==> src/fpa_pkg.sv <==
package fpa_pkg;

   localparam int unsigned TIME_W = 32;
   localparam int unsigned AMT_W  = 32;
   localparam int unsigned SUM_W  = 64;
   localparam int unsigned PORT_W = 16;
   localparam int unsigned PATH_W = 32;
   localparam int unsigned CODE_W = 5;
   localparam int unsigned CSR_W  = 32;
   localparam int unsigned CSR_IDX_W = 2;

   // register indexes on the csr port
   localparam logic [CSR_IDX_W-1:0] CSR_WINDOW_START = 2'd0;
   localparam logic [CSR_IDX_W-1:0] CSR_WINDOW_STOP  = 2'd1;
   localparam logic [CSR_IDX_W-1:0] CSR_AGE_LIMIT    = 2'd2;

   // outbound class weights
   localparam logic [CODE_W-1:0] OUT_NEVER  = 5'd12;
   localparam logic [CODE_W-1:0] OUT_NOTNOW = 5'd8;
   localparam logic [CODE_W-1:0] OUT_SPAN   = 5'd4;
   localparam logic [CODE_W-1:0] OUT_EVENT  = 5'd0;
   // inbound class weights
   localparam logic [CODE_W-1:0] IN_NEVER   = 5'd4;
   localparam logic [CODE_W-1:0] IN_NOTNOW  = 5'd3;
   localparam logic [CODE_W-1:0] IN_SPAN    = 5'd2;
   localparam logic [CODE_W-1:0] IN_EVENT   = 5'd1;

   localparam logic [CODE_W-1:0] CODE_MIN = 5'd1;
   localparam logic [CODE_W-1:0] CODE_MAX = 5'd16;

   // one direction's aggregate
   typedef struct packed {
      logic [TIME_W-1:0] first;
      logic [TIME_W-1:0] last;
      logic [SUM_W-1:0]  pkts;
      logic [SUM_W-1:0]  octets;
      logic [PATH_W-1:0] path;
   } dir_agg_type;

   // a record as seen by one direction (interface already chosen)
   typedef struct packed {
      logic [TIME_W-1:0] start;
      logic [TIME_W-1:0] stop;
      logic [AMT_W-1:0]  pkts;
      logic [AMT_W-1:0]  octets;
      logic [PORT_W-1:0] router;
      logic [PORT_W-1:0] port;
   } dir_rec_type;

   typedef struct packed {
      logic [TIME_W-1:0] window_start;
      logic [TIME_W-1:0] window_stop;
      logic [TIME_W-1:0] age_limit;
   } csr_type;

   typedef struct packed {
      logic [CODE_W-1:0] window_code;
      logic              inactive;
   } status_type;

endpackage

==> src/fpa_req_if.sv <==
interface fpa_req_if;
   logic                           valid;
   logic                           ready;
   logic                           inbound;
   logic [fpa_pkg::TIME_W-1:0]     flow_start;
   logic [fpa_pkg::TIME_W-1:0]     flow_stop;
   logic [fpa_pkg::AMT_W-1:0]      flow_packets;
   logic [fpa_pkg::AMT_W-1:0]      flow_bytes;
   logic [fpa_pkg::PORT_W-1:0]     ingress_port;
   logic [fpa_pkg::PORT_W-1:0]     egress_port;
   logic [fpa_pkg::PORT_W-1:0]     router_id;

   modport source (
      output valid, inbound, flow_start, flow_stop, flow_packets, flow_bytes,
             ingress_port, egress_port, router_id,
      input  ready
   );
   modport sink (
      input  valid, inbound, flow_start, flow_stop, flow_packets, flow_bytes,
             ingress_port, egress_port, router_id,
      output ready
   );
endinterface

==> src/fpa_rsp_if.sv <==
interface fpa_rsp_if;
   logic                           valid;
   logic                           ready;
   logic [fpa_pkg::CODE_W-1:0]     window_code;
   logic                           inactive;
   logic [fpa_pkg::TIME_W-1:0]     out_first;
   logic [fpa_pkg::TIME_W-1:0]     out_last;
   logic [fpa_pkg::SUM_W-1:0]      out_pkts;
   logic [fpa_pkg::SUM_W-1:0]      out_octets;
   logic [fpa_pkg::TIME_W-1:0]     in_first;
   logic [fpa_pkg::TIME_W-1:0]     in_last;
   logic [fpa_pkg::SUM_W-1:0]      in_pkts;
   logic [fpa_pkg::SUM_W-1:0]      in_octets;
   logic [fpa_pkg::PATH_W-1:0]     out_path;
   logic [fpa_pkg::PATH_W-1:0]     in_path;

   modport source (
      output valid, window_code, inactive, out_first, out_last, out_pkts,
             out_octets, in_first, in_last, in_pkts, in_octets, out_path, in_path,
      input  ready
   );
   modport sink (
      input  valid, window_code, inactive, out_first, out_last, out_pkts,
             out_octets, in_first, in_last, in_pkts, in_octets, out_path, in_path,
      output ready
   );
endinterface

==> src/flow_pair_aggregator.sv <==
// Path: an accepted req word passes the input register, then the result
//    register, to its rsp word; it is held there while rsp is stalled.
// Throughput: one word per cycle while rsp is not stalled; req stays ready
//    while the result register drains in the same cycle.
// Reset (synchronous, active high): clears both aggregates, the csr registers
//    and all valid flags; no clearing pass.
module flow_pair_aggregator (
   input  logic                          clock,
   input  logic                          reset,
   fpa_req_if.sink                       req_chan,
   fpa_rsp_if.source                     rsp_chan,
   input  logic                          csr_wr_en,
   input  logic [fpa_pkg::CSR_IDX_W-1:0] csr_index,
   input  logic [fpa_pkg::CSR_W-1:0]     csr_wdata
);

   // csr registers
   fpa_pkg::csr_type     csr_ff;

   // input register: one accepted word
   logic                 s1_valid_ff;
   logic                 s1_inbound_ff;
   fpa_pkg::dir_rec_type s1_rec_ff;

   // running aggregates per direction
   fpa_pkg::dir_agg_type out_agg_ff;
   fpa_pkg::dir_agg_type in_agg_ff;

   // result register
   logic                 rsp_valid_ff;
   fpa_pkg::dir_agg_type rsp_out_ff;
   fpa_pkg::dir_agg_type rsp_in_ff;
   fpa_pkg::status_type  rsp_status_ff;

   logic                 rsp_free;
   logic                 advance;
   logic                 req_take;
   fpa_pkg::dir_rec_type req_rec_in;
   fpa_pkg::dir_agg_type out_upd;
   fpa_pkg::dir_agg_type in_upd;
   fpa_pkg::dir_agg_type out_agg_in;
   fpa_pkg::dir_agg_type in_agg_in;
   fpa_pkg::status_type  status;

   // ---------------- handshake ----------------
   // Result register frees when empty or being taken; the input register moves
   // into it then, so a new req word can land in the same cycle.
   assign rsp_free       = !rsp_valid_ff || rsp_chan.ready;
   assign advance        = s1_valid_ff && rsp_free;
   assign req_chan.ready = !s1_valid_ff || rsp_free;
   assign req_take       = req_chan.valid && req_chan.ready;

   // the interface number follows the direction of the record
   always_comb begin
      req_rec_in.start  = req_chan.flow_start;
      req_rec_in.stop   = req_chan.flow_stop;
      req_rec_in.pkts   = req_chan.flow_packets;
      req_rec_in.octets = req_chan.flow_bytes;
      req_rec_in.router = req_chan.router_id;
      req_rec_in.port   = req_chan.inbound ? req_chan.ingress_port : req_chan.egress_port;
   end

   // ---------------- csr writes ----------------
   always_ff @(posedge clock) begin
      if (reset) begin
         csr_ff <= '0;
      end else if (csr_wr_en) begin
         unique case (csr_index)
            fpa_pkg::CSR_WINDOW_START: csr_ff.window_start <= csr_wdata;
            fpa_pkg::CSR_WINDOW_STOP:  csr_ff.window_stop  <= csr_wdata;
            fpa_pkg::CSR_AGE_LIMIT:    csr_ff.age_limit    <= csr_wdata;
            default: ;  // unused index, write dropped
         endcase
      end
   end

   // ---------------- input register ----------------
   always_ff @(posedge clock) begin
      if (reset) begin
         s1_valid_ff <= 1'b0;
      end else if (req_chan.ready) begin
         s1_valid_ff <= req_chan.valid;
      end
   end

   always_ff @(posedge clock) begin
      if (req_take) begin
         s1_inbound_ff <= req_chan.inbound;
         s1_rec_ff     <= req_rec_in;
      end
   end

   // ---------------- aggregate update ----------------
   fpa_dir_update u_out_update (
      .cur (out_agg_ff),
      .rec (s1_rec_ff),
      .nxt (out_upd)
   );

   fpa_dir_update u_in_update (
      .cur (in_agg_ff),
      .rec (s1_rec_ff),
      .nxt (in_upd)
   );

   // only the record's own direction moves
   assign out_agg_in = s1_inbound_ff ? out_agg_ff : out_upd;
   assign in_agg_in  = s1_inbound_ff ? in_upd : in_agg_ff;

   // classification sees the aggregates after this word's update
   fpa_classify u_classify (
      .out_agg (out_agg_in),
      .in_agg  (in_agg_in),
      .csr     (csr_ff),
      .status  (status)
   );

   always_ff @(posedge clock) begin
      if (reset) begin
         out_agg_ff <= '0;
         in_agg_ff  <= '0;
      end else if (advance) begin
         out_agg_ff <= out_agg_in;
         in_agg_ff  <= in_agg_in;
      end
   end

   // ---------------- result register ----------------
   always_ff @(posedge clock) begin
      if (reset) begin
         rsp_valid_ff <= 1'b0;
      end else if (rsp_free) begin
         rsp_valid_ff <= s1_valid_ff;
      end
   end

   always_ff @(posedge clock) begin
      if (advance) begin
         rsp_out_ff    <= out_agg_in;
         rsp_in_ff     <= in_agg_in;
         rsp_status_ff <= status;
      end
   end

   assign rsp_chan.valid       = rsp_valid_ff;
   assign rsp_chan.window_code = rsp_status_ff.window_code;
   assign rsp_chan.inactive    = rsp_status_ff.inactive;
   assign rsp_chan.out_first   = rsp_out_ff.first;
   assign rsp_chan.out_last    = rsp_out_ff.last;
   assign rsp_chan.out_pkts    = rsp_out_ff.pkts;
   assign rsp_chan.out_octets  = rsp_out_ff.octets;
   assign rsp_chan.in_first    = rsp_in_ff.first;
   assign rsp_chan.in_last     = rsp_in_ff.last;
   assign rsp_chan.in_pkts     = rsp_in_ff.pkts;
   assign rsp_chan.in_octets   = rsp_in_ff.octets;
   assign rsp_chan.out_path    = rsp_out_ff.path;
   assign rsp_chan.in_path     = rsp_in_ff.path;

   // ---------------- assertions ----------------
   a_code_range: assert property (@(posedge clock) disable iff (reset)
      rsp_valid_ff |-> (rsp_status_ff.window_code >= fpa_pkg::CODE_MIN &&
                        rsp_status_ff.window_code <= fpa_pkg::CODE_MAX))
      else $error("window code out of range");

   a_advance_fills: assert property (@(posedge clock) disable iff (reset)
      advance |=> rsp_valid_ff)
      else $error("word moved to result register but no rsp valid");

   a_stall_only_when_full: assert property (@(posedge clock) disable iff (reset)
      !req_chan.ready |-> (s1_valid_ff && rsp_valid_ff))
      else $error("req stalled with a free stage");

   a_state_holds: assert property (@(posedge clock) disable iff (reset)
      !advance |=> ($stable(out_agg_ff) && $stable(in_agg_ff)))
      else $error("aggregate changed without a word moving");

endmodule

==> src/fpa_dir_update.sv <==
module fpa_dir_update (
   input  fpa_pkg::dir_agg_type cur,
   input  fpa_pkg::dir_rec_type rec,
   output fpa_pkg::dir_agg_type nxt
);

   logic [fpa_pkg::SUM_W:0] pkt_sum;
   logic [fpa_pkg::SUM_W:0] oct_sum;

   assign pkt_sum = {1'b0, cur.pkts} + (fpa_pkg::SUM_W+1)'(rec.pkts);
   assign oct_sum = {1'b0, cur.octets} + (fpa_pkg::SUM_W+1)'(rec.octets);

   always_comb begin
      // zero start means unset, so any start replaces it (a zero start re-clears)
      nxt.first  = (cur.first == '0 || rec.start < cur.first) ? rec.start : cur.first;
      nxt.last   = (rec.stop > cur.last) ? rec.stop : cur.last;
      nxt.pkts   = pkt_sum[fpa_pkg::SUM_W] ? '1 : pkt_sum[fpa_pkg::SUM_W-1:0];
      nxt.octets = oct_sum[fpa_pkg::SUM_W] ? '1 : oct_sum[fpa_pkg::SUM_W-1:0];
      nxt.path   = {rec.router, rec.port};
   end

endmodule

==> src/fpa_classify.sv <==
module fpa_classify (
   input  fpa_pkg::dir_agg_type out_agg,
   input  fpa_pkg::dir_agg_type in_agg,
   input  fpa_pkg::csr_type     csr,
   output fpa_pkg::status_type  status
);

   logic [fpa_pkg::CODE_W-1:0] out_cls;
   logic [fpa_pkg::CODE_W-1:0] in_cls;

   always_comb begin
      if (out_agg.first == '0) begin
         out_cls = fpa_pkg::OUT_NEVER;
      end else if (out_agg.last < csr.window_start || out_agg.first > csr.window_stop) begin
         out_cls = fpa_pkg::OUT_NOTNOW;
      end else if (out_agg.first < csr.window_start && out_agg.last > csr.window_stop) begin
         out_cls = fpa_pkg::OUT_SPAN;
      end else begin
         out_cls = fpa_pkg::OUT_EVENT;
      end

      if (in_agg.first == '0) begin
         in_cls = fpa_pkg::IN_NEVER;
      end else if (in_agg.last < csr.window_start || in_agg.first > csr.window_stop) begin
         in_cls = fpa_pkg::IN_NOTNOW;
      end else if (in_agg.first < csr.window_start && in_agg.last > csr.window_stop) begin
         in_cls = fpa_pkg::IN_SPAN;
      end else begin
         in_cls = fpa_pkg::IN_EVENT;
      end

      status.window_code = out_cls + in_cls;
      status.inactive    = (out_agg.last < csr.age_limit) && (in_agg.last < csr.age_limit);
   end

endmodule
==> src/flat_wrapper.sv <==
// flat-port wrapper written by rule: the top's interface ports become plain ports
module flow_pair_aggregator_flat 
  (clock, reset, csr_wr_en, csr_index, csr_wdata, req_chan_valid, req_chan_inbound, req_chan_flow_start, req_chan_flow_stop, req_chan_flow_packets, req_chan_flow_bytes, req_chan_ingress_port, req_chan_egress_port, req_chan_router_id, req_chan_ready, rsp_chan_valid, rsp_chan_window_code, rsp_chan_inactive, rsp_chan_out_first, rsp_chan_out_last, rsp_chan_out_pkts, rsp_chan_out_octets, rsp_chan_in_first, rsp_chan_in_last, rsp_chan_in_pkts, rsp_chan_in_octets, rsp_chan_out_path, rsp_chan_in_path, rsp_chan_ready);
  fpa_req_if req_chan_i ();
  fpa_rsp_if rsp_chan_i ();
  input  logic clock;
  input  logic reset;
  input  logic csr_wr_en;
  input  logic [fpa_pkg::CSR_IDX_W-1:0] csr_index;
  input  logic [fpa_pkg::CSR_W-1:0] csr_wdata;
  input wire logic [$bits(req_chan_i.valid)-1:0] req_chan_valid;
  input wire logic [$bits(req_chan_i.inbound)-1:0] req_chan_inbound;
  input wire logic [$bits(req_chan_i.flow_start)-1:0] req_chan_flow_start;
  input wire logic [$bits(req_chan_i.flow_stop)-1:0] req_chan_flow_stop;
  input wire logic [$bits(req_chan_i.flow_packets)-1:0] req_chan_flow_packets;
  input wire logic [$bits(req_chan_i.flow_bytes)-1:0] req_chan_flow_bytes;
  input wire logic [$bits(req_chan_i.ingress_port)-1:0] req_chan_ingress_port;
  input wire logic [$bits(req_chan_i.egress_port)-1:0] req_chan_egress_port;
  input wire logic [$bits(req_chan_i.router_id)-1:0] req_chan_router_id;
  output wire logic [$bits(req_chan_i.ready)-1:0] req_chan_ready;
  output wire logic [$bits(rsp_chan_i.valid)-1:0] rsp_chan_valid;
  output wire logic [$bits(rsp_chan_i.window_code)-1:0] rsp_chan_window_code;
  output wire logic [$bits(rsp_chan_i.inactive)-1:0] rsp_chan_inactive;
  output wire logic [$bits(rsp_chan_i.out_first)-1:0] rsp_chan_out_first;
  output wire logic [$bits(rsp_chan_i.out_last)-1:0] rsp_chan_out_last;
  output wire logic [$bits(rsp_chan_i.out_pkts)-1:0] rsp_chan_out_pkts;
  output wire logic [$bits(rsp_chan_i.out_octets)-1:0] rsp_chan_out_octets;
  output wire logic [$bits(rsp_chan_i.in_first)-1:0] rsp_chan_in_first;
  output wire logic [$bits(rsp_chan_i.in_last)-1:0] rsp_chan_in_last;
  output wire logic [$bits(rsp_chan_i.in_pkts)-1:0] rsp_chan_in_pkts;
  output wire logic [$bits(rsp_chan_i.in_octets)-1:0] rsp_chan_in_octets;
  output wire logic [$bits(rsp_chan_i.out_path)-1:0] rsp_chan_out_path;
  output wire logic [$bits(rsp_chan_i.in_path)-1:0] rsp_chan_in_path;
  input wire logic [$bits(rsp_chan_i.ready)-1:0] rsp_chan_ready;
  assign req_chan_i.valid = req_chan_valid;
  assign req_chan_i.inbound = req_chan_inbound;
  assign req_chan_i.flow_start = req_chan_flow_start;
  assign req_chan_i.flow_stop = req_chan_flow_stop;
  assign req_chan_i.flow_packets = req_chan_flow_packets;
  assign req_chan_i.flow_bytes = req_chan_flow_bytes;
  assign req_chan_i.ingress_port = req_chan_ingress_port;
  assign req_chan_i.egress_port = req_chan_egress_port;
  assign req_chan_i.router_id = req_chan_router_id;
  assign req_chan_ready = req_chan_i.ready;
  assign rsp_chan_valid = rsp_chan_i.valid;
  assign rsp_chan_window_code = rsp_chan_i.window_code;
  assign rsp_chan_inactive = rsp_chan_i.inactive;
  assign rsp_chan_out_first = rsp_chan_i.out_first;
  assign rsp_chan_out_last = rsp_chan_i.out_last;
  assign rsp_chan_out_pkts = rsp_chan_i.out_pkts;
  assign rsp_chan_out_octets = rsp_chan_i.out_octets;
  assign rsp_chan_in_first = rsp_chan_i.in_first;
  assign rsp_chan_in_last = rsp_chan_i.in_last;
  assign rsp_chan_in_pkts = rsp_chan_i.in_pkts;
  assign rsp_chan_in_octets = rsp_chan_i.in_octets;
  assign rsp_chan_out_path = rsp_chan_i.out_path;
  assign rsp_chan_in_path = rsp_chan_i.in_path;
  assign rsp_chan_i.ready = rsp_chan_ready;
  flow_pair_aggregator u_core (.clock(clock), .reset(reset), .req_chan(req_chan_i), .rsp_chan(rsp_chan_i), .csr_wr_en(csr_wr_en), .csr_index(csr_index), .csr_wdata(csr_wdata));
endmodule
==> config.mk <==
export PLATFORM = sky130hd
export DESIGN_NAME = flow_pair_aggregator_flat
export DESIGN_NICKNAME = d
export VERILOG_FILES = /design/src/fpa_pkg.sv /design/src/fpa_req_if.sv /design/src/fpa_rsp_if.sv /design/src/flow_pair_aggregator.sv /design/src/fpa_dir_update.sv /design/src/fpa_classify.sv /design/src/flat_wrapper.sv
export SDC_FILE = /design/constraint.sdc
export NUM_CORES = 2
export LEC_CHECK = 0
export ABC_CLOCK_PERIOD_IN_PS = 14500
export BUFFER_PORTS_ARGS = -buffer_cell sky130_fd_sc_hd__buf_4
export CORE_MARGIN = 2
export CORE_UTILIZATION = 54
export CTS_CLUSTER_SIZE = 40
export DETAILED_ROUTE_END_ITERATION = 8
export PLACE_DENSITY = 0.77
export SYNTH_ARGS = -nofsm -noshare
export SYNTH_HDL_FRONTEND = slang
export SYNTH_SLANG_ARGS = --single-unit
==> constraint.sdc <==
create_clock -name clock -period 14.5 [get_ports clock]
set_clock_uncertainty 0.15 [all_clocks]
set_input_delay 0 -clock clock [delete_from_list [all_inputs] [get_ports clock]]
set_output_delay 0 -clock clock [all_outputs]
set_load 0.05 [all_outputs]
==> run metrics <==
register bit count reported by yosys=1,161; multi-input logic area=between 30,000 and 40,000 sq um; required time worst endpoint=~15 ns; vias in the first global route=roughly 54,000; Avg Synthesized Cell Area=approximately 10 sq um; worst r2r dst=u_core.rsp_chan.window_code[3]; grt ovf=0; fin. max-slew vios=0; gr busiest metal=met2; post-route setup slack=7.64 ns; sequential fraction of the synthesis area=between 40% and 50%; top-count cell post-synth=nand2_1; Peak VDD IR=between 0.1 and 0.15 mV; Hold WC Path Type=in -> reg; Slew @ Worst Pin=between 1 and 1.5 ns; total core area=between 100,000 and 150,000 sq um; data arrival time of the critical path=about 7 ns; first drt pass iteration count=6; CTS clk-pin slew, worst paths=~0.060 ns; GR Layer Usage met3=under 10%; slew margin rel.=a little over a tenth; Top-Level Pins=672; GP Congestion=approximately 1.0; Via Count=about 55,000; min Tclk post-route=around 7 ns; post-CTS sizing=0; CP Cell Sequence=ha_1 > nand4_1 > nor4_1 > a311o_1 > a31oi_1 > nor2_2 > buf_4 > mux2_2 > ha_1 > nand4_1 > nor4_1 > nand3_1 > or3_1 > or3_1 > o211ai_1 > nor3_1 > o21ai_0 > o31ai_1 > ha_1 > ha_1; initial antenna violation count=14; worst r2r src=u_core.s1_rec_ff[107]; # setup viols final=0; Ys Warns=0; crit path max fanout=20; P&R area growth vs syn=22.9%; Syn Inst Count=~6,500; PwrDens=between 100 and 150 nW/um^2; Worst Setup End Kind=register; Primary FF master, synth=edfxtp_1; dominant cell type by area after synthesis=edfxtp_1; postcts setup bufs=0; critical path's top delay family=simple AND/OR/NAND/NOR gates; setup_tns=0 ns; GRT Total Usage=about 34%; DR WL/cell=between 20 and 25 um; CTS tree=done; Peak Freq=approximately 150 MHz; outcome=finished, final reports clean; period utilization=~47%; RSZ-0062 raised after global routing=false; final hold viol count=0; Clock Tree Buf Depth=3; Die Y-Extent=346 um; largest net degree at the start of global routing=around 200; leak pwr=between 30 and 40 nW; DIE WIDTH=about 350 um; met1 global-route usage=between 40% and 50%; Synth top area share=29.2%; max cap viols=0; R2R depth=20; Cell variety after synth=between 90 and 100; Skew-Pair Late Insertion Delay=about 0.74 ns; Die Area=between 100,000 and 150,000 sq um; slowest cell delay on critical path=~0.73 ns; crit path kind=reg -> reg; Hold EP=u_core.s1_rec_ff[4]; CP startpoint kind=register; Area contributors post-synth=edfxtp_1 29%, dfxtp_1 17%, ha_1 11%, a21oi_1 5.0%, nand2_1 4.4%; fillcell total=just under 9,000; DR iter-0 viols=roughly 5,100; Hold Path Depth=3; CTS Sinks=around 1,200; asr flop ratio synth=0%; first-pass GRT wire length=315 mm; Syn Std Cell Area=roughly 63,000 sq um; Vias/cell=between 6 and 7; Nets=8,209; Port Buffer Count=around 670; hold_ws=around 0.043 ns; Worst Path Buf+Inv=1; Core Rows=125; most instantiated cells after synthesis=736 x nand2_1, 636 x a21oi_1, 615 x edfxtp_1; CTS Hold Bufs=438; CTS H-tree lvls=3; number of synthesized flops with an enable pin=615; M2 GR Usage=~56%; CTS Buf Count=120; Post-Syn Nets=between 7,000 and 8,000; hpwl dp=approximately 150 mm; share of layout cells above drive strength 1=about 16%; CP max stage cell=nor4_1; HP Start=req_chan_egress_port[4]; Setup WS pre-CTS=about 7.7 ns; initial core utilization=a little over half; internal reg-to-reg setup slack=~7.6 ns; DRC=0; Top cell by count, worst path=ha_1; Root Buffer=clkbuf_16; post-route ant nets=0; register area=29,400 sq um; final WL=approximately 210 mm
==> flip-flops by register name (all words and copies together) (netlist names) <==
name,flops
u_core.s1_valid_ff,1
u_core.rsp_chan.out_pkts,64
u_core.csr_ff,96
u_core.s1_inbound_ff,1
u_core.rsp_chan.out_first,32
u_core.rsp_chan.in_pkts,64
u_core.in_agg_ff,224
u_core.rsp_chan.in_last,32
u_core.rsp_chan.in_path,32
u_core.rsp_chan.out_octets,64
u_core.rsp_chan.in_first,32
u_core.out_agg_ff,224
u_core.rsp_chan.in_octets,64
u_core.rsp_chan.out_last,32
u_core.rsp_chan.inactive,1
u_core.rsp_chan.out_path,32
u_core.s1_rec_ff,160
u_core.rsp_chan.valid,1
u_core.rsp_chan.window_code,5
==> cell type report <==
class / instances / share of cell area, %
sequential: 1161 / 37.8
tap: 1524 / 2.45
multi-input combinational: 4681 / 40.5
clock inverter: 57 / 0.692
timing repair buffer: 1159 / 12.7
clock buffer: 170 / 4.38
antenna: 9 / 0.0290
inverter: 296 / 1.44
==> logic make-up after synthesis <==
| logic type | Yosys count | share of synthesized area (%) |
|---|---|---|
| compound gates | 1762 | 17.8 |
| mux | 206 | 3.62 |
| simple gates | 1952 | 14.2 |
| flops | 1161 | 46.5 |
| fa+ha+maj | 574 | 11.4 |
| buf+inv | 621 | 3.83 |
| xor+xnor | 187 | 2.59 |
==> metal layers <==
metal	routed length [um]	vias up
li1	-	25800
met4	13600	12
met1	80400	26300
met2	98000	2702
met3	17500	628
met5	83	-
==> worst max-delay path by stage <==
| stage | startpoint | endpoint | slack, ns | depth (start not counted) |
|---|---|---|---|---|
| after floorplan | u_core.rsp_chan.valid | u_core.rsp_chan.in_first[0] | 6.28 | 7 |
| after global placement | u_core.s1_rec_ff[107] | u_core.rsp_chan.window_code[3] | 7.83 | 20 |
| after detailed placement | u_core.s1_rec_ff[107] | u_core.rsp_chan.window_code[3] | 7.73 | 20 |
| after CTS | u_core.s1_rec_ff[107] | u_core.rsp_chan.window_code[3] | 7.72 | 20 |
| after global routing | u_core.s1_rec_ff[107] | u_core.rsp_chan.window_code[3] | 7.35 | 20 |
| final | u_core.s1_rec_ff[107] | u_core.rsp_chan.window_code[3] | 7.64 | 20 |
==> stage by stage <==
step                      cells  utilization, %  area, sq um  total power, mW
after detailed placement   8383            59.7        69400             5.69
after floorplan            6463               -        63200             5.10
after CTS                  9048            66.9        77700             8.88
final                      9057            66.9        77700             8.90
after global routing       9050            66.9        77700             9.23
after global placement     8383            59.7        69400             5.65
==> cell usage in the layout, fill, tap and decap left out, drive strengths merged, types with 36 or more instances in the layout <==
cell type | netlist | final
clkinv | 0 | 36
a31oi | 71 | 71
dlygate4sd3 | 0 | 438
xor2 | 49 | 49
nand4 | 114 | 114
a311oi | 68 | 68
clkbuf | 263 | 170
and3 | 70 | 70
a21oi | 640 | 640
xnor2 | 138 | 138
o21ai | 319 | 319
nand3 | 114 | 114
ha | 570 | 570
nor3 | 115 | 115
nor2 | 541 | 541
inv | 296 | 302
edfxtp | 615 | 615
o21a | 55 | 55
o211ai | 37 | 37
a21o | 126 | 126
nor4 | 65 | 65
nor2b | 42 | 42
nand2 | 738 | 738
mux2 | 183 | 183
a211oi | 211 | 211
buf | 62 | 721
dfxtp | 546 | 546
==> worst reg2reg max path, stage by stage, from the launching register on <==
cell	delay (ns)
edfxtp_1	0.44
ha_1	0.36
nand4_1	0.18
nor4_1	0.73
a311o_1	0.32
a31oi_1	0.08
nor2_2	0.55
buf_4	0.43
mux2_2	0.45
ha_1	0.32
nand4_1	0.17
nor4_1	0.50
nand3_1	0.16
or3_1	0.40
or3_1	0.37
o211ai_1	0.09
nor3_1	0.07
o21ai_0	0.18
o31ai_1	0.13
ha_1	0.23
ha_1	0.28
==> power breakdown <==
group	leakage [nW]	switching, mW	internal (mW)
Clock	1.93	1.36	1.78
Sequential	10.3	0.127	3.66
Combinational	18.4	1.25	0.738
Total	30.6	2.73	6.18
Note: power is estimated with default switching activity, not from simulation.
